$ cat src/hw/rtl/mf3_pkg.sv
// Shared types, constants and helper functions of the 3x3 mean filter.
package mf3_pkg;

    localparam int MAX_SIZE_DEF = 32;
    localparam int SIZE_W       = 6;
    localparam int PIX_W        = 8;
    localparam int POS_OUT_W    = 5;
    localparam int SUM_W        = 12;   // nine 8-bit pixels
    localparam int RECIP_W      = 15;
    localparam int RECIP_SHIFT  = 16;
    localparam int PROD_W       = SUM_W + RECIP_W;
    localparam int M_DATA_W     = 24;   // 18 bits of fields, padded to bytes

    localparam logic [SIZE_W-1:0] SIZE_RESET = 6'd10;

    // Reciprocals scaled by 2^16, exact for every reachable sum
    localparam logic [RECIP_W-1:0] RECIP_DIV4 = 15'd16384;
    localparam logic [RECIP_W-1:0] RECIP_DIV6 = 15'd10923;
    localparam logic [RECIP_W-1:0] RECIP_DIV9 = 15'd7282;

    // Neighbour offset codes within the 3x3 window
    localparam logic [1:0] TAP_LO  = 2'd0;
    localparam logic [1:0] TAP_MID = 2'd1;
    localparam logic [1:0] TAP_HI  = 2'd2;

    // Which result of the current item is being produced
    typedef enum logic [1:0] {
        JOB_DIAG,
        JOB_EDGE,
        JOB_FLUSH_FIRST,
        JOB_FLUSH_NEXT
    } job_t;

    typedef struct packed {
        logic       accept;
        logic       job_load;
        job_t       job_kind;
        logic       tap_en;
        logic [1:0] tap_dr;
        logic [1:0] tap_dc;
        logic       mult_en;
        logic       out_load;
        logic       out_last;
    } cmd_t;

    typedef struct packed {
        logic has_diag;
        logic has_edge;
        logic has_flush;
        logic col_end;
        logic out_free;
    } status_t;

    // Line-store slot arithmetic, rows kept modulo three
    function automatic logic [1:0] slot_inc(input logic [1:0] s);
        return (s == 2'd2) ? 2'd0 : s + 2'd1;
    endfunction

    function automatic logic [1:0] slot_dec(input logic [1:0] s);
        return (s == 2'd0) ? 2'd2 : s - 2'd1;
    endfunction

    // Scaled reciprocal of the neighbour count (4, 6 or 9)
    function automatic logic [RECIP_W-1:0] recip(input logic full_rows,
                                                 input logic full_cols);
        logic [RECIP_W-1:0] res;
        if (full_rows && full_cols) begin
            res = RECIP_DIV9;
        end else if (full_rows || full_cols) begin
            res = RECIP_DIV6;
        end else begin
            res = RECIP_DIV4;
        end
        return res;
    endfunction

endpackage

$ cat src/hw/rtl/mf3_ram.sv
// Generic single-write, single-read RAM with registered read data.
module mf3_ram #(
    parameter int WIDTH = 8,
    parameter int DEPTH = 96
) (
    input  logic                     aclk,
    input  logic                     we,
    input  logic [$clog2(DEPTH)-1:0] waddr,
    input  logic [WIDTH-1:0]         wdata,
    input  logic [$clog2(DEPTH)-1:0] raddr,
    output logic [WIDTH-1:0]         rdata
);
    logic [WIDTH-1:0] mem [DEPTH];
    logic [WIDTH-1:0] rdata_reg;

    // Write port and registered read port
    always_ff @(posedge aclk) begin
        if (we) begin
            mem[waddr] <= wdata;
        end
        rdata_reg <= mem[raddr];
    end

    assign rdata = rdata_reg;
endmodule

$ cat src/hw/rtl/mf3_datapath.sv
// Datapath: positions, line store, window accumulator, divider and output register.
module mf3_datapath #(
    parameter int MAX_SIZE = mf3_pkg::MAX_SIZE_DEF
) (
    input  logic                           aclk,
    input  logic                           aresetn,
    input  logic                           cfg_wr_en,
    input  logic [mf3_pkg::SIZE_W-1:0]     cfg_wr_data,
    input  logic [mf3_pkg::PIX_W-1:0]      s_tdata,
    input  mf3_pkg::cmd_t                  cmd,
    output mf3_pkg::status_t               status,
    output logic                           m_tvalid,
    input  logic                           m_tready,
    output logic [mf3_pkg::M_DATA_W-1:0]   m_tdata,
    output logic                           m_tlast,
    output logic                           m_tuser
);
    import mf3_pkg::*;

    localparam int PW    = $clog2(MAX_SIZE);
    localparam int DEPTH = 3 * MAX_SIZE;
    localparam int AW    = $clog2(DEPTH);

    logic [SIZE_W-1:0] size_reg, size_next;
    logic [SIZE_W-1:0] n_eff, nm1;

    logic [PW-1:0] row_reg, row_next, col_reg, col_next;
    logic [1:0]    slot_reg, slot_next;

    logic [PW-1:0] item_r_reg, item_c_reg;
    logic [1:0]    item_slot_reg;

    logic [PW-1:0] out_r_reg, out_r_next, out_c_reg, out_c_next;
    logic [1:0]    out_slot_reg, out_slot_next;

    logic              tap_ok_reg;
    logic [SUM_W-1:0]  acc_reg, acc_next;
    logic [PROD_W-1:0] prod_reg;

    logic                 m_tvalid_reg;
    logic [PIX_W-1:0]     sm_reg;
    logic [POS_OUT_W-1:0] orow_reg, ocol_reg;
    logic                 last_reg, frame_reg;

    logic [AW-1:0]    waddr, raddr;
    logic [PIX_W-1:0] rdata;

    logic          row_ok, col_ok;
    logic [PW-1:0] tap_c;
    logic [1:0]    tap_slot;
    logic          full_rows, full_cols;
    logic [PW+POS_OUT_W-1:0] r_ext, c_ext;

    // Base address of a row slot
    function automatic logic [AW-1:0] slot_base(input logic [1:0] s);
        logic [AW-1:0] b;
        case (s)
            2'd1:    b = AW'(MAX_SIZE);
            2'd2:    b = AW'(2 * MAX_SIZE);
            default: b = '0;
        endcase
        return b;
    endfunction

    // Effective side length, clamped to the supported range
    always_comb begin
        if (size_reg < SIZE_W'(2)) begin
            n_eff = SIZE_W'(2);
        end else if (size_reg > SIZE_W'(MAX_SIZE)) begin
            n_eff = SIZE_W'(MAX_SIZE);
        end else begin
            n_eff = size_reg;
        end
        nm1 = n_eff - SIZE_W'(1);
    end

    // Input position, advanced on every accepted item and reset to row 0 column 0 by a size write
    always_comb begin
        size_next = size_reg;
        row_next  = row_reg;
        col_next  = col_reg;
        slot_next = slot_reg;
        if (cfg_wr_en) begin
            size_next = cfg_wr_data;
            row_next  = '0;
            col_next  = '0;
            slot_next = 2'd0;
        end else if (cmd.accept) begin
            if (SIZE_W'(col_reg) == nm1) begin
                col_next = '0;
                if (SIZE_W'(row_reg) == nm1) begin
                    row_next  = '0;
                    slot_next = 2'd0;
                end else begin
                    row_next  = row_reg + PW'(1);
                    slot_next = slot_inc(slot_reg);
                end
            end else begin
                col_next = col_reg + PW'(1);
            end
        end
    end

    always_ff @(posedge aclk) begin
        if (!aresetn) begin
            size_reg <= SIZE_RESET;
            row_reg  <= '0;
            col_reg  <= '0;
            slot_reg <= 2'd0;
        end else begin
            size_reg <= size_next;
            row_reg  <= row_next;
            col_reg  <= col_next;
            slot_reg <= slot_next;
        end
    end

    // Latch the position of the item just taken
    always_ff @(posedge aclk) begin
        if (cmd.accept) begin
            item_r_reg    <= row_reg;
            item_c_reg    <= col_reg;
            item_slot_reg <= slot_reg;
        end
    end

    assign status.has_diag  = (item_r_reg != '0) && (item_c_reg != '0);
    assign status.has_edge  = SIZE_W'(item_c_reg) == nm1;
    assign status.has_flush = (SIZE_W'(item_r_reg) == nm1) && (SIZE_W'(item_c_reg) == nm1);
    assign status.col_end   = SIZE_W'(out_c_reg) == nm1;
    assign status.out_free  = !m_tvalid_reg || m_tready;

    // Position of the result to compute
    always_comb begin
        out_r_next    = out_r_reg;
        out_c_next    = out_c_reg;
        out_slot_next = out_slot_reg;
        unique case (cmd.job_kind)
            JOB_DIAG: begin
                out_r_next    = item_r_reg - PW'(1);
                out_c_next    = item_c_reg - PW'(1);
                out_slot_next = slot_dec(item_slot_reg);
            end
            JOB_EDGE: begin
                out_r_next    = item_r_reg - PW'(1);
                out_c_next    = item_c_reg;
                out_slot_next = slot_dec(item_slot_reg);
            end
            JOB_FLUSH_FIRST: begin
                out_r_next    = item_r_reg;
                out_c_next    = '0;
                out_slot_next = item_slot_reg;
            end
            JOB_FLUSH_NEXT: begin
                out_c_next = out_c_reg + PW'(1);
            end
            default: begin
                out_c_next = out_c_reg;
            end
        endcase
    end

    always_ff @(posedge aclk) begin
        if (cmd.job_load) begin
            out_r_reg    <= out_r_next;
            out_c_reg    <= out_c_next;
            out_slot_reg <= out_slot_next;
        end
    end

    // Neighbour address and in-image check for the current tap
    always_comb begin
        case (cmd.tap_dr)
            TAP_LO: begin
                row_ok   = out_r_reg != '0;
                tap_slot = slot_dec(out_slot_reg);
            end
            TAP_HI: begin
                row_ok   = SIZE_W'(out_r_reg) != nm1;
                tap_slot = slot_inc(out_slot_reg);
            end
            default: begin
                row_ok   = 1'b1;
                tap_slot = out_slot_reg;
            end
        endcase
        case (cmd.tap_dc)
            TAP_LO: begin
                col_ok = out_c_reg != '0;
                tap_c  = out_c_reg - PW'(1);
            end
            TAP_HI: begin
                col_ok = SIZE_W'(out_c_reg) != nm1;
                tap_c  = out_c_reg + PW'(1);
            end
            default: begin
                col_ok = 1'b1;
                tap_c  = out_c_reg;
            end
        endcase
    end

    assign waddr = slot_base(slot_reg) + AW'(col_reg);
    assign raddr = slot_base(tap_slot) + AW'(tap_c);

    mf3_ram #(
        .WIDTH (PIX_W),
        .DEPTH (DEPTH)
    ) u_line_store (
        .aclk  (aclk),
        .we    (cmd.accept),
        .waddr (waddr),
        .wdata (s_tdata),
        .raddr (raddr),
        .rdata (rdata)
    );

    // Window sum; read data arrives in the cycle after its tap
    always_comb begin
        acc_next = acc_reg;
        if (cmd.job_load) begin
            acc_next = '0;
        end else if (tap_ok_reg) begin
            acc_next = acc_reg + SUM_W'(rdata);
        end
    end

    always_ff @(posedge aclk) begin
        if (!aresetn) begin
            tap_ok_reg <= 1'b0;
        end else begin
            tap_ok_reg <= cmd.tap_en && row_ok && col_ok;
        end
    end

    assign full_rows = (out_r_reg != '0) && (SIZE_W'(out_r_reg) != nm1);
    assign full_cols = (out_c_reg != '0) && (SIZE_W'(out_c_reg) != nm1);

    // Division by 4, 6 or 9 as a reciprocal multiply
    always_ff @(posedge aclk) begin
        acc_reg <= acc_next;
        if (cmd.mult_en) begin
            prod_reg <= PROD_W'(acc_reg) * PROD_W'(recip(full_rows, full_cols));
        end
    end

    assign r_ext = {{POS_OUT_W{1'b0}}, out_r_reg};
    assign c_ext = {{POS_OUT_W{1'b0}}, out_c_reg};

    // Output register
    always_ff @(posedge aclk) begin
        if (!aresetn) begin
            m_tvalid_reg <= 1'b0;
        end else if (cmd.out_load) begin
            m_tvalid_reg <= 1'b1;
        end else if (m_tready) begin
            m_tvalid_reg <= 1'b0;
        end
    end

    always_ff @(posedge aclk) begin
        if (cmd.out_load) begin
            sm_reg    <= prod_reg[RECIP_SHIFT +: PIX_W];
            orow_reg  <= r_ext[POS_OUT_W-1:0];
            ocol_reg  <= c_ext[POS_OUT_W-1:0];
            last_reg  <= cmd.out_last;
            frame_reg <= (SIZE_W'(out_r_reg) == nm1) && (SIZE_W'(out_c_reg) == nm1);
        end
    end

    assign m_tvalid = m_tvalid_reg;
    assign m_tdata  = M_DATA_W'({ocol_reg, orow_reg, sm_reg});
    assign m_tlast  = last_reg;
    assign m_tuser  = frame_reg;
endmodule

$ cat src/hw/rtl/mf3_ctrl.sv
// Controller: sequences the results of each item and the window reads.
module mf3_ctrl (
    input  logic              aclk,
    input  logic              aresetn,
    input  logic              s_tvalid,
    output logic              s_tready,
    input  logic              cfg_wr_en,
    input  mf3_pkg::status_t  status,
    output mf3_pkg::cmd_t     cmd
);
    import mf3_pkg::*;

    typedef enum logic [2:0] {
        ST_IDLE,
        ST_START,
        ST_LOAD,
        ST_TAP,
        ST_FINISH,
        ST_MULT,
        ST_OUT
    } state_t;

    state_t     state_reg, state_next;
    job_t       job_reg, job_next;
    logic [1:0] dr_reg, dr_next, dc_reg, dc_next;

    logic more;
    job_t more_kind;

    // Is there a further result for this item after the current one
    always_comb begin
        unique case (job_reg) inside
            JOB_DIAG: begin
                more      = status.has_edge;
                more_kind = JOB_EDGE;
            end
            JOB_EDGE: begin
                more      = status.has_flush;
                more_kind = JOB_FLUSH_FIRST;
            end
            JOB_FLUSH_FIRST, JOB_FLUSH_NEXT: begin
                more      = !status.col_end;
                more_kind = JOB_FLUSH_NEXT;
            end
            default: begin
                more      = 1'b0;
                more_kind = JOB_DIAG;
            end
        endcase
    end

    assign s_tready = (state_reg == ST_IDLE) && !cfg_wr_en;

    // Next state and commands
    always_comb begin
        state_next   = state_reg;
        job_next     = job_reg;
        dr_next      = dr_reg;
        dc_next      = dc_reg;
        cmd          = '0;
        cmd.job_kind = job_reg;
        cmd.tap_dr   = dr_reg;
        cmd.tap_dc   = dc_reg;
        cmd.out_last = !more;
        unique case (state_reg)
            ST_IDLE: begin
                cmd.accept = s_tvalid && s_tready;
                if (cmd.accept) begin
                    state_next = ST_START;
                end
            end
            ST_START: begin
                job_next   = JOB_DIAG;
                state_next = status.has_diag ? ST_LOAD : ST_IDLE;
            end
            ST_LOAD: begin
                cmd.job_load = 1'b1;
                dr_next      = TAP_LO;
                dc_next      = TAP_LO;
                state_next   = ST_TAP;
            end
            ST_TAP: begin
                cmd.tap_en = 1'b1;
                if (dc_reg == TAP_HI) begin
                    dc_next = TAP_LO;
                    if (dr_reg == TAP_HI) begin
                        state_next = ST_FINISH;
                    end else begin
                        dr_next = dr_reg + 2'd1;
                    end
                end else begin
                    dc_next = dc_reg + 2'd1;
                end
            end
            ST_FINISH: begin
                state_next = ST_MULT;
            end
            ST_MULT: begin
                cmd.mult_en = 1'b1;
                state_next  = ST_OUT;
            end
            ST_OUT: begin
                if (status.out_free) begin
                    cmd.out_load = 1'b1;
                    if (more) begin
                        job_next   = more_kind;
                        state_next = ST_LOAD;
                    end else begin
                        state_next = ST_IDLE;
                    end
                end
            end
            default: begin
                state_next = ST_IDLE;
            end
        endcase
    end

    always_ff @(posedge aclk) begin
        if (!aresetn) begin
            state_reg <= ST_IDLE;
            job_reg   <= JOB_DIAG;
            dr_reg    <= TAP_LO;
            dc_reg    <= TAP_LO;
        end else begin
            state_reg <= state_next;
            job_reg   <= job_next;
            dr_reg    <= dr_next;
            dc_reg    <= dc_next;
        end
    end
endmodule

$ cat src/hw/rtl/mean_filter_3x3_unit.sv
// Each result of an accepted item takes nine window reads through the line store's
// single read port, then accumulate, multiply and load; the load waits until the output
// register is free. An item gives k results (k = 0, 1, 2 or n+2), and the next item
// is taken only once the last result of the item before it is loaded.
// Reset (aresetn low, synchronous) sets the size to 10, position to row 0 column 0,
// and empties the output register; the line store is not cleared.
module mean_filter_3x3_unit #(
    parameter int MAX_SIZE = mf3_pkg::MAX_SIZE_DEF
) (
    input  logic                         aclk,
    input  logic                         aresetn,
    // image_size register
    input  logic                         cfg_wr_en,
    input  logic [mf3_pkg::SIZE_W-1:0]   cfg_wr_data,
    // input items
    input  logic                         s_tvalid,
    output logic                         s_tready,
    input  logic [mf3_pkg::PIX_W-1:0]    s_tdata,   // [7:0] pixel_value
    // result items
    output logic                         m_tvalid,
    input  logic                         m_tready,
    output logic [mf3_pkg::M_DATA_W-1:0] m_tdata,   // [7:0] smoothed_value,
                                                    // [12:8] out_row, [17:13] out_column
    output logic                         m_tlast,   // last_of_run
    output logic                         m_tuser    // last_of_frame
);
    import mf3_pkg::*;

    cmd_t    cmd;
    status_t status;

    mf3_ctrl u_ctrl (
        .aclk      (aclk),
        .aresetn   (aresetn),
        .s_tvalid  (s_tvalid),
        .s_tready  (s_tready),
        .cfg_wr_en (cfg_wr_en),
        .status    (status),
        .cmd       (cmd)
    );

    mf3_datapath #(
        .MAX_SIZE (MAX_SIZE)
    ) u_datapath (
        .aclk        (aclk),
        .aresetn     (aresetn),
        .cfg_wr_en   (cfg_wr_en),
        .cfg_wr_data (cfg_wr_data),
        .s_tdata     (s_tdata),
        .cmd         (cmd),
        .status      (status),
        .m_tvalid    (m_tvalid),
        .m_tready    (m_tready),
        .m_tdata     (m_tdata),
        .m_tlast     (m_tlast),
        .m_tuser     (m_tuser)
    );
endmodule

$ cat config.mk
export PLATFORM = sky130hd
export DESIGN_NAME = mean_filter_3x3_unit
export DESIGN_NICKNAME = d
export VERILOG_FILES = /design/src/hw/rtl/mf3_pkg.sv /design/src/hw/rtl/mf3_ram.sv /design/src/hw/rtl/mf3_datapath.sv /design/src/hw/rtl/mf3_ctrl.sv /design/src/hw/rtl/mean_filter_3x3_unit.sv
export SDC_FILE = /design/constraint.sdc
export NUM_CORES = 1
export LEC_CHECK = 0
export CAP_MARGIN = 30
export CORE_UTILIZATION = 67
export DETAILED_ROUTE_END_ITERATION = 10
export DONT_BUFFER_PORTS = 1
export GPL_TIMING_DRIVEN = 0
export PLACE_DENSITY = 0.79
export SYNTH_ARGS = -nofsm -noshare
export SYNTH_HDL_FRONTEND = slang
export SYNTH_HIERARCHICAL = 1
export SYNTH_SLANG_ARGS = --single-unit
$ cat constraint.sdc
create_clock -name aclk -period 22.9 [get_ports aclk]
set_clock_uncertainty 0.2 [all_clocks]
set_input_delay 5.725 -clock aclk [delete_from_list [all_inputs] [get_ports aclk]]
set_output_delay 5.725 -clock aclk [all_outputs]
set_load 0.005 [all_outputs]
# ---- After elaboration in Yosys (flattened, before gate mapping)
# Memories as Yosys holds them, arrays and structs flattened. A register that Yosys moved wholly into a read port is not among the register bits.
# Cells that the tools add are included.
dict set report op_classes {
  add_sub_neg 16
  mul 1
  n_lt_le_gt_ge 2
  n_reduce_logical 38
  eq_ne 30
  muxes 48
  bitwise_logic 1
}
# cell count
set op_table {}
lappend op_table {{15-bit 2-to-1 mux} 3}
lappend op_table {{5-bit by 6-bit equality test with 1-bit output} 6}
lappend op_table {{7-bit one-hot mux with 2 select lines} 2}
lappend op_table {{12-bit by 15-bit multiplier with 24-bit output} 1}
lappend op_table {{2-bit 2-to-1 mux} 12}
lappend op_table {{3-bit one-hot mux with 7 select lines} 1}
lappend op_table {{2-bit one-hot mux with 2 select lines} 5}
lappend op_table {{5-bit one-hot mux with 2 select lines} 2}
lappend op_table {{5-bit one-hot mux with 4 select lines} 1}
lappend op_table {{5-bit nonzero test} 4}
lappend op_table {{5-bit by 1-bit adder with 5-bit output (second input constant)} 3}
lappend op_table {{5-bit by 1-bit subtractor with 5-bit output (second input constant)} 3}
lappend op_table {{7-bit by 5-bit adder with 7-bit output} 2}
lappend op_table {{2-bit equality test (second input constant)} 7}
lappend op_table {{12-bit by 8-bit adder with 12-bit output} 1}
lappend op_table {{3-bit 2-to-1 mux} 4}
lappend op_table {{6-bit 2-to-1 mux} 2}
lappend op_table {{5-bit by 6-bit inequality test with 1-bit output} 2}
lappend op_table {{1-bit logical AND} 10}
lappend op_table {{2-bit logical NOT} 5}
lappend op_table {{1-bit 2-to-1 mux} 10}
lappend op_table {{5-bit 2-to-1 mux} 2}
lappend op_table {{3-bit equality test (second input constant)} 3}
lappend op_table {{2-bit by 1-bit adder with 2-bit output (second input constant)} 4}
lappend op_table {{21 further kinds} 41}
dict set report totals {
  n_memories 1
  regBits 109
  output_inout_bits 28
  ram_bits 768
}
# memory words word_bits rd rd_ports_with_merged_regs write_ports line_no
set mem_list {}
lappend mem_list {u_datapath.u_line_store.mem 96 8 1 1 1 mf3_ram.sv:13} ;# logic [WIDTH-1:0] mem [DEPTH];

# ---- Logic depth before layout (Yosys ltp)
# Gate-level depths: netlist of run 1.
dict set report logic_depth {
  word_depth 11
  depth_mapped 32
}

# ---- Modules after synthesis
# Netlist of run 1, hierarchy kept.
# module cells_each area_per_inst_um2 n_inst seq_area_each_um2
set modules_own_cells {}
lappend modules_own_cells {mf3_ram 1437 30067.6 1 23222.3}
lappend modules_own_cells {mf3_datapath 865 8595.7 1 2202.1}
lappend modules_own_cells {mf3_ctrl 71 604.3 1 180.2}

# ---- Worst setup path before layout of run 1
# No wires, ideal clock.
dict set report synth_path {
  path_type {input to output}
  startpoint {input cfg_wr_en}
  endpoint {output s_tready}
  arrival_time_ns 5.984
  t_required_ns 16.975
  path_stages 1
  path_slack_ns 10.991
  path_buffers 0
  path_cell_list {nor4_1}
}
dict set report synth_between {
  elab_chain_len 2
}
# element line_no
set synth_rtl {}
lappend synth_rtl {{start, declared} mean_filter_3x3_unit.sv:13} ;# input logic cfg_wr_en,
lappend synth_rtl {{1-bit logical NOT} mf3_ctrl.sv:52} ;# assign s_tready = (state_reg == ST_IDLE) && !cfg_wr_en;
lappend synth_rtl {{1-bit logical AND} mf3_ctrl.sv:52}
lappend synth_rtl {{end, declared} mean_filter_3x3_unit.sv:17} ;# output logic s_tready,
# Every way passes these cells.

# ---- Worst setup path after layout of run 1
# Ends and elaborated chain as after synthesis.

==> results of run 1 <==
==> power groups by stage <==
stage / combinational, mW / sequential [mW] / clock (mW)
2_1_floorplan: 0.404 / 1.79 / 0
3_3_place_gp: 0.556 / 1.80 / 0
3_5_place_dp: 0.570 / 1.80 / 0
4_1_cts: 0.577 / 1.76 / 1.40
5_1_grt: 0.637 / 1.76 / 1.45
6_report: 0.587 / 1.76 / 1.39
==> worst paths after layout <==
path	cells past startpoint	startpoint	to	slack (ps)
setup / recovery	1	cfg_wr_en	s_tready	10930
hold / removal	0	u_datapath/prod_reg[23]	u_datapath/sm_reg[7]	220
setup reg to reg	31	u_datapath/size_reg[2]	u_datapath/prod_reg[23]	13420
hold reg to reg	0	u_datapath/prod_reg[23]	u_datapath/sm_reg[7]	220
==> final cells by class <==
| type | count | area [um^2] | area share |
|---|---|---|---|
| clock inverter | 42 | 432.9 | 0.01004 |
| timing repair buffer | 12 | 102.6 | 0.002380 |
| antenna | 1 | 2.502 | 0.00005804 |
| sequential | 869 | 25600 | 0.5939 |
| buffer | 106 | 573.1 | 0.01329 |
| clock buffer | 109 | 2323 | 0.05389 |
| tap | 765 | 957.2 | 0.02220 |
| inverter | 165 | 619.3 | 0.01436 |
| multi-input combinational | 1238 | 12500 | 0.2899 |
==> cells by family (layout without fill, tap and decap cells) <==
| family | count (synthesis) | count (layout) | synth area share |
|---|---|---|---|
| AOI/OAI and AO/OA | 245 | 245 | 0.04356 |
| xor gates and xnor gates | 67 | 67 | 0.01635 |
| adders and majority gates | 184 | 184 | 0.07507 |
| buffers and inverters | 271 | 434 | 0.03037 |
| DFF | 869 | 869 | 0.6521 |
| muxes | 252 | 252 | 0.1216 |
| other | 1 | 7 | 0.00009550 |
| and+or+nand+nor | 484 | 484 | 0.06092 |
==> worst reg2reg max path: cells and delay by family (launching register included) <==
family,cells,cell delay (ps)
compound gates,6,1580
fa+ha+maj,8,3450
buf+inv,9,1210
simple gates,7,2400
xor+xnor,1,110
flops,1,290
==> cell usage after synthesis, drive strengths merged, types with 15 or more instances <==
cell type	n
o21ai	39
nor2	144
mux2i	66
nand2	100
a21oi	39
xor2	23
clkbuf	42
inv	164
nand2b	16
buf	64
nand3	57
o22ai	15
ha	98
xnor2	40
a21o	15
a22oi	33
mux4	179
nor2b	43
fa	86
edfxtp	820
nor3	26
dfxtp	49
and2	35
==> per-layer routing <==
layer | global-route usage | share of wire | wire length, um | vias up
met2 | 0.5488 | 0.48 | 47910 | 1618
met1 | 0.4596 | 0.35 | 35720 | 11510
met3 | 0.08736 | 0.12 | 11870 | 310
met4 | 0.1599 | 0.052 | 5240 | 2
met5 | 0 | 0.00011 | 11 | -
li1 | - | - | - | 9322
==> per-stage QoR <==
step	hold slack [ps]	power [mW]
3_3_place_gp	202.6	2.352
6_report	222.4	3.737
5_1_grt	242.6	3.851
2_1_floorplan	200.3	2.197
4_1_cts	222.1	3.736
3_5_place_dp	208.3	2.367
==> metrics.yaml, run 1 <==
run_status: "completed"
synth_edf_count: 820
crit_type: "input port to primary output"
routed_wl_um: 100700
final_antenna_net_count: 0
cp_max_fo: 3
leakagePower_nw: 14.97
worst-path-buf-inv: 0
async_flop_share: 0
critPathCaptureType: "primary output"
drtIter0Drc: 3066
fin_crit_sh: 0.5227
first_pass_iters: 5
pre_cts_ws_ps: 10920
power_density_nw_per_um2: 86.67
worst_slew_pin_slew_ps: 1229
finalCriticalPeriod_ps: 11970
switching_power_uw: 954.9
path_cells: "nor4_1"
stdcell_count: 3307
clock_latency_ps: 660
fp.dieW_um: 244.1
drc: 0
fillers: 3330
relSlewSlack: 0.1598
place_area_um2: 40340
vdd_drop_max_v: 0.00008205
initial_core_util: 0.6793
max-clock-path-buffers: 3
grt_usage: 0.3471
cts_resized: 0
cts_root_buffer: "clkbuf_16"
timing.setup.tns_ps: 0
final_cell_mix: "820 x edfxtp_1, 179 x mux4_2, 163 x inv_1"
grt_max_degree: 97
wl_per_cell_um: 30.47
ys_types: 84
fp.dieH_um: 244.1
avgViaCountPerCell: 6.884
largest_register_ffs: 768
coreArea_um2: 57810
seqPwrFrac: 0.472
p_sw_frac: 0.2555
numCtsBuffers: 85
syn_inst: 2373
fin_ws_ps: 10930
rsz0062_at_grt: "false"
dp_hpwl_um: 65580
utilization: 0.7459
critical_path_required_ps: 16980
first_global_vias: 22900
slowest_stage: "nor4_1"
nets: 2680
fin_area_um2: 43120
cap_viol_max_count: 0
syn_area_per_cell_um2: 16.55
combPwrFrac: 0.157
synth.yosys.seq_area_share: 0.6521
arrival_ps: 6040
tritoncts: "done"
p_clk_frac: 0.371
area_growth_pct: 9.798
grt_first_pass_wirelength_um: 147600
synth_area_um2: 39270
hold_violations: 0
vias: 22760
yosysTopAreaCell: "edfxtp_1"
cts_hold_buf: 0
htree_num_levels: 3
finalSetupViolCount: 0
ioPinCount: 47
place_inst: 3154
design.die.area_um2: 59580
synthTopCellsByArea: "edfxtp_1 63%, mux4_2 10%, fa_1 4.4%"
maxSlewViolCount: 0
rows: 88
cts.clk_slew.worst_paths_ps: 60
overflow: 0
postCtsSetupBuffers: 0
drive_gt1_frac: 0.1523
synth_ff_type: "edfxtp_1"
yosysWarnings: 6
clock-sinks: 869
portBuffers: 0
crit_family: "simple AND/OR/NAND/NOR gates"
antenna_found_initial: 1
hold_class: "register to register"
max_stage_delay_ps: 320
synth_top_area_frac: 0.6271
clock.fmax_ghz: 0.08355
synth_seq_cells: 869
p_int_mw: 2.782
final_common_cell: "edfxtp_1"
gp_congestion: 0.9990
worstSetupStartpointType: "input port"
No activity file was read; power rests on OpenSTA's default activity.
==> run 2: changes to the inputs <==
- CORE_UTILIZATION: 67 -> 58
- PLACE_DENSITY: 0.79 -> 0.72
- clock period: 22.9 -> 10.72 ns (I/O delays scaled with it)
==> metrics.yaml, run 2 (same netlist as run 1, synthesis figures left out) <==
run_status: "completed"
tritoncts: "done"
finalCriticalPeriod_ps: 9543
wl_per_cell_um: 29.59  # -2.9%
critical_path_required_ps: 10930  # -6050 ps
nets: 2685  # +0.19%
fin_crit_sh: 0.8902
busiest_layer: "met2"
crit_family: "adder cells"
critPathCaptureType: "register"
grt_use_met3: 0.06559  # -0.02177
grt_usage: 0.3038  # -0.04328
avgViaCountPerCell: 6.567  # -4.6%
clock_latency_ps: 660  # about the same
holdCritStartpoint: "u_datapath/prod_reg[20]"
portBuffers: 0  # unchanged
cp_common_cell: "inv_1"
worst-path-buf-inv: 9  # +9
grt_max_degree: 97  # unchanged
vdd_drop_max_v: 0.0001489  # +81%
clock.fmax_ghz: 0.1048
cp_max_fo: 10  # +7
fp.dieW_um: 262.2  # +7.4%
first_global_vias: 22770  # -0.58%
cts.clk_slew.worst_paths_ps: 60  # about the same
maxSlewViolCount: 0  # unchanged
leakagePower_nw: 15.05  # +0.53%
postCtsSetupBuffers: 0  # unchanged
cts_resized: 0  # unchanged
drive_gt1_frac: 0.1558  # +0.003532
rows: 95  # +8.0%
power_density_nw_per_um2: 186.8  # +120%
arrival_ps: 9750  # +3710 ps
cts_root_buffer: "clkbuf_16"
numCtsBuffers: 88  # +3.5%
finalPower_mw: 8.114  # +120%
coreArea_um2: 67040  # +16%
pre_cts_ws_ps: 1137  # -9787 ps
met1_usage: 0.3957  # -0.06393
gp_congestion: 0.9786  # -2.0%
drtIter0Drc: 2661  # -13%
crit_type: "register to register"
finalSetupViolCount: 0  # unchanged
timing.setup.tns_ps: 0  # unchanged
first_pass_iters: 8  # +3
clock-sinks: 869  # unchanged
holdWs_ps: 231.8  # +9.394 ps
max_stage_delay_ps: 740  # +420 ps
initial_core_util: 0.5857  # -0.09357
use_met2: 0.4944  # -0.05443
htree_num_levels: 3  # unchanged
design.die.area_um2: 68750  # +15%
reg2reg_from: "u_datapath/size_reg[2]"
relSlewSlack: 0.3003  # +0.1405
ioPinCount: 47  # unchanged
vias: 22510  # -1.1%
antenna_found_initial: 2  # +1
max-clock-path-buffers: 3  # unchanged
final_cell_mix: "820 x edfxtp_1, 179 x mux4_2, 163 x inv_1"
final_common_cell: "edfxtp_1"
area_growth_pct: 10.62
slowest_stage: "nor4_1"
routed_wl_um: 101400  # +0.69%
dp_hpwl_um: 66750  # +1.8%
grt_first_pass_wirelength_um: 148200  # +0.43%
final_antenna_net_count: 0  # unchanged
fin_ws_ps: 1177  # -9754 ps
fp.dieH_um: 262.2  # +7.4%
r2r_slack_ps: 1180  # -12,240 ps
worstSetupStartpointType: "register"
hold_class: "register to register"
cap_viol_max_count: 0  # unchanged
cts_hold_buf: 0  # unchanged
utilization: 0.6479  # -0.09792
crit_start: "u_datapath/size_reg[2]"
largest_register_ffs: 768  # unchanged
overflow: 0  # unchanged
rsz0062_at_grt: "false"
worst_slew_pin_slew_ps: 1046  # -182.9 ps
hold_violations: 0  # unchanged
drc: 0  # unchanged
==> run 2: final timing paths <==
check,end,cells after the start
max,u_datapath/prod_reg[23],31
min,u_datapath/sm_reg[4],0
max reg2reg,u_datapath/prod_reg[23],31
min reg2reg,u_datapath/sm_reg[4],0
==> run 2: through the flow <==
stage          cell area [um^2]  std cells
6_report                  43440       3428
4_1_cts                   43410       3425
3_5_place_dp              40490       3263
2_1_floorplan             39290       2378
3_3_place_gp              40380       3251
5_1_grt                   43440       3427
==> run 2: final cells by class <==
class	count	area, um^2
Sequential cell	869	25600
Fill cell	4585	23600
Multi-Input combinational cell	1238	12500
Clock buffer	109	2366
Tap cell	873	1092
Inverter	165	619.3
Buffer	106	573.1
Clock inverter	53	558.0
Timing Repair Buffer	14	122.6
Antenna cell	1	2.502
==> run 2: worst reg2reg max path: cells and delay by family, from the launching register on <==
kind | cells | cell delay, ps
compound gates | 6 | 1600
buf+inv | 9 | 1220
xor+xnor | 1 | 110
flops | 1 | 290
fa+ha+maj | 8 | 3440
simple gates | 7 | 2440
==> run 2: power breakdown <==
group / internal, mW / switching, mW / leakage, nW
clock: 1.81 / 1.29 / 1.42
sequential: 3.75 / 0.0203 / 7.78
combinational: 0.491 / 0.754 / 5.85
total: 6.05 / 2.06 / 15.1
==> run 2: routing by layer <==
| layer | up-vias | wire length (um) |
|---|---|---|
| li1 | 9366 | - |
| met1 | 11510 | 36700 |
| met2 | 1356 | 49140 |
| met3 | 283 | 10720 |
| met4 | 0 | 4891 |
| met5 | - | 0 |
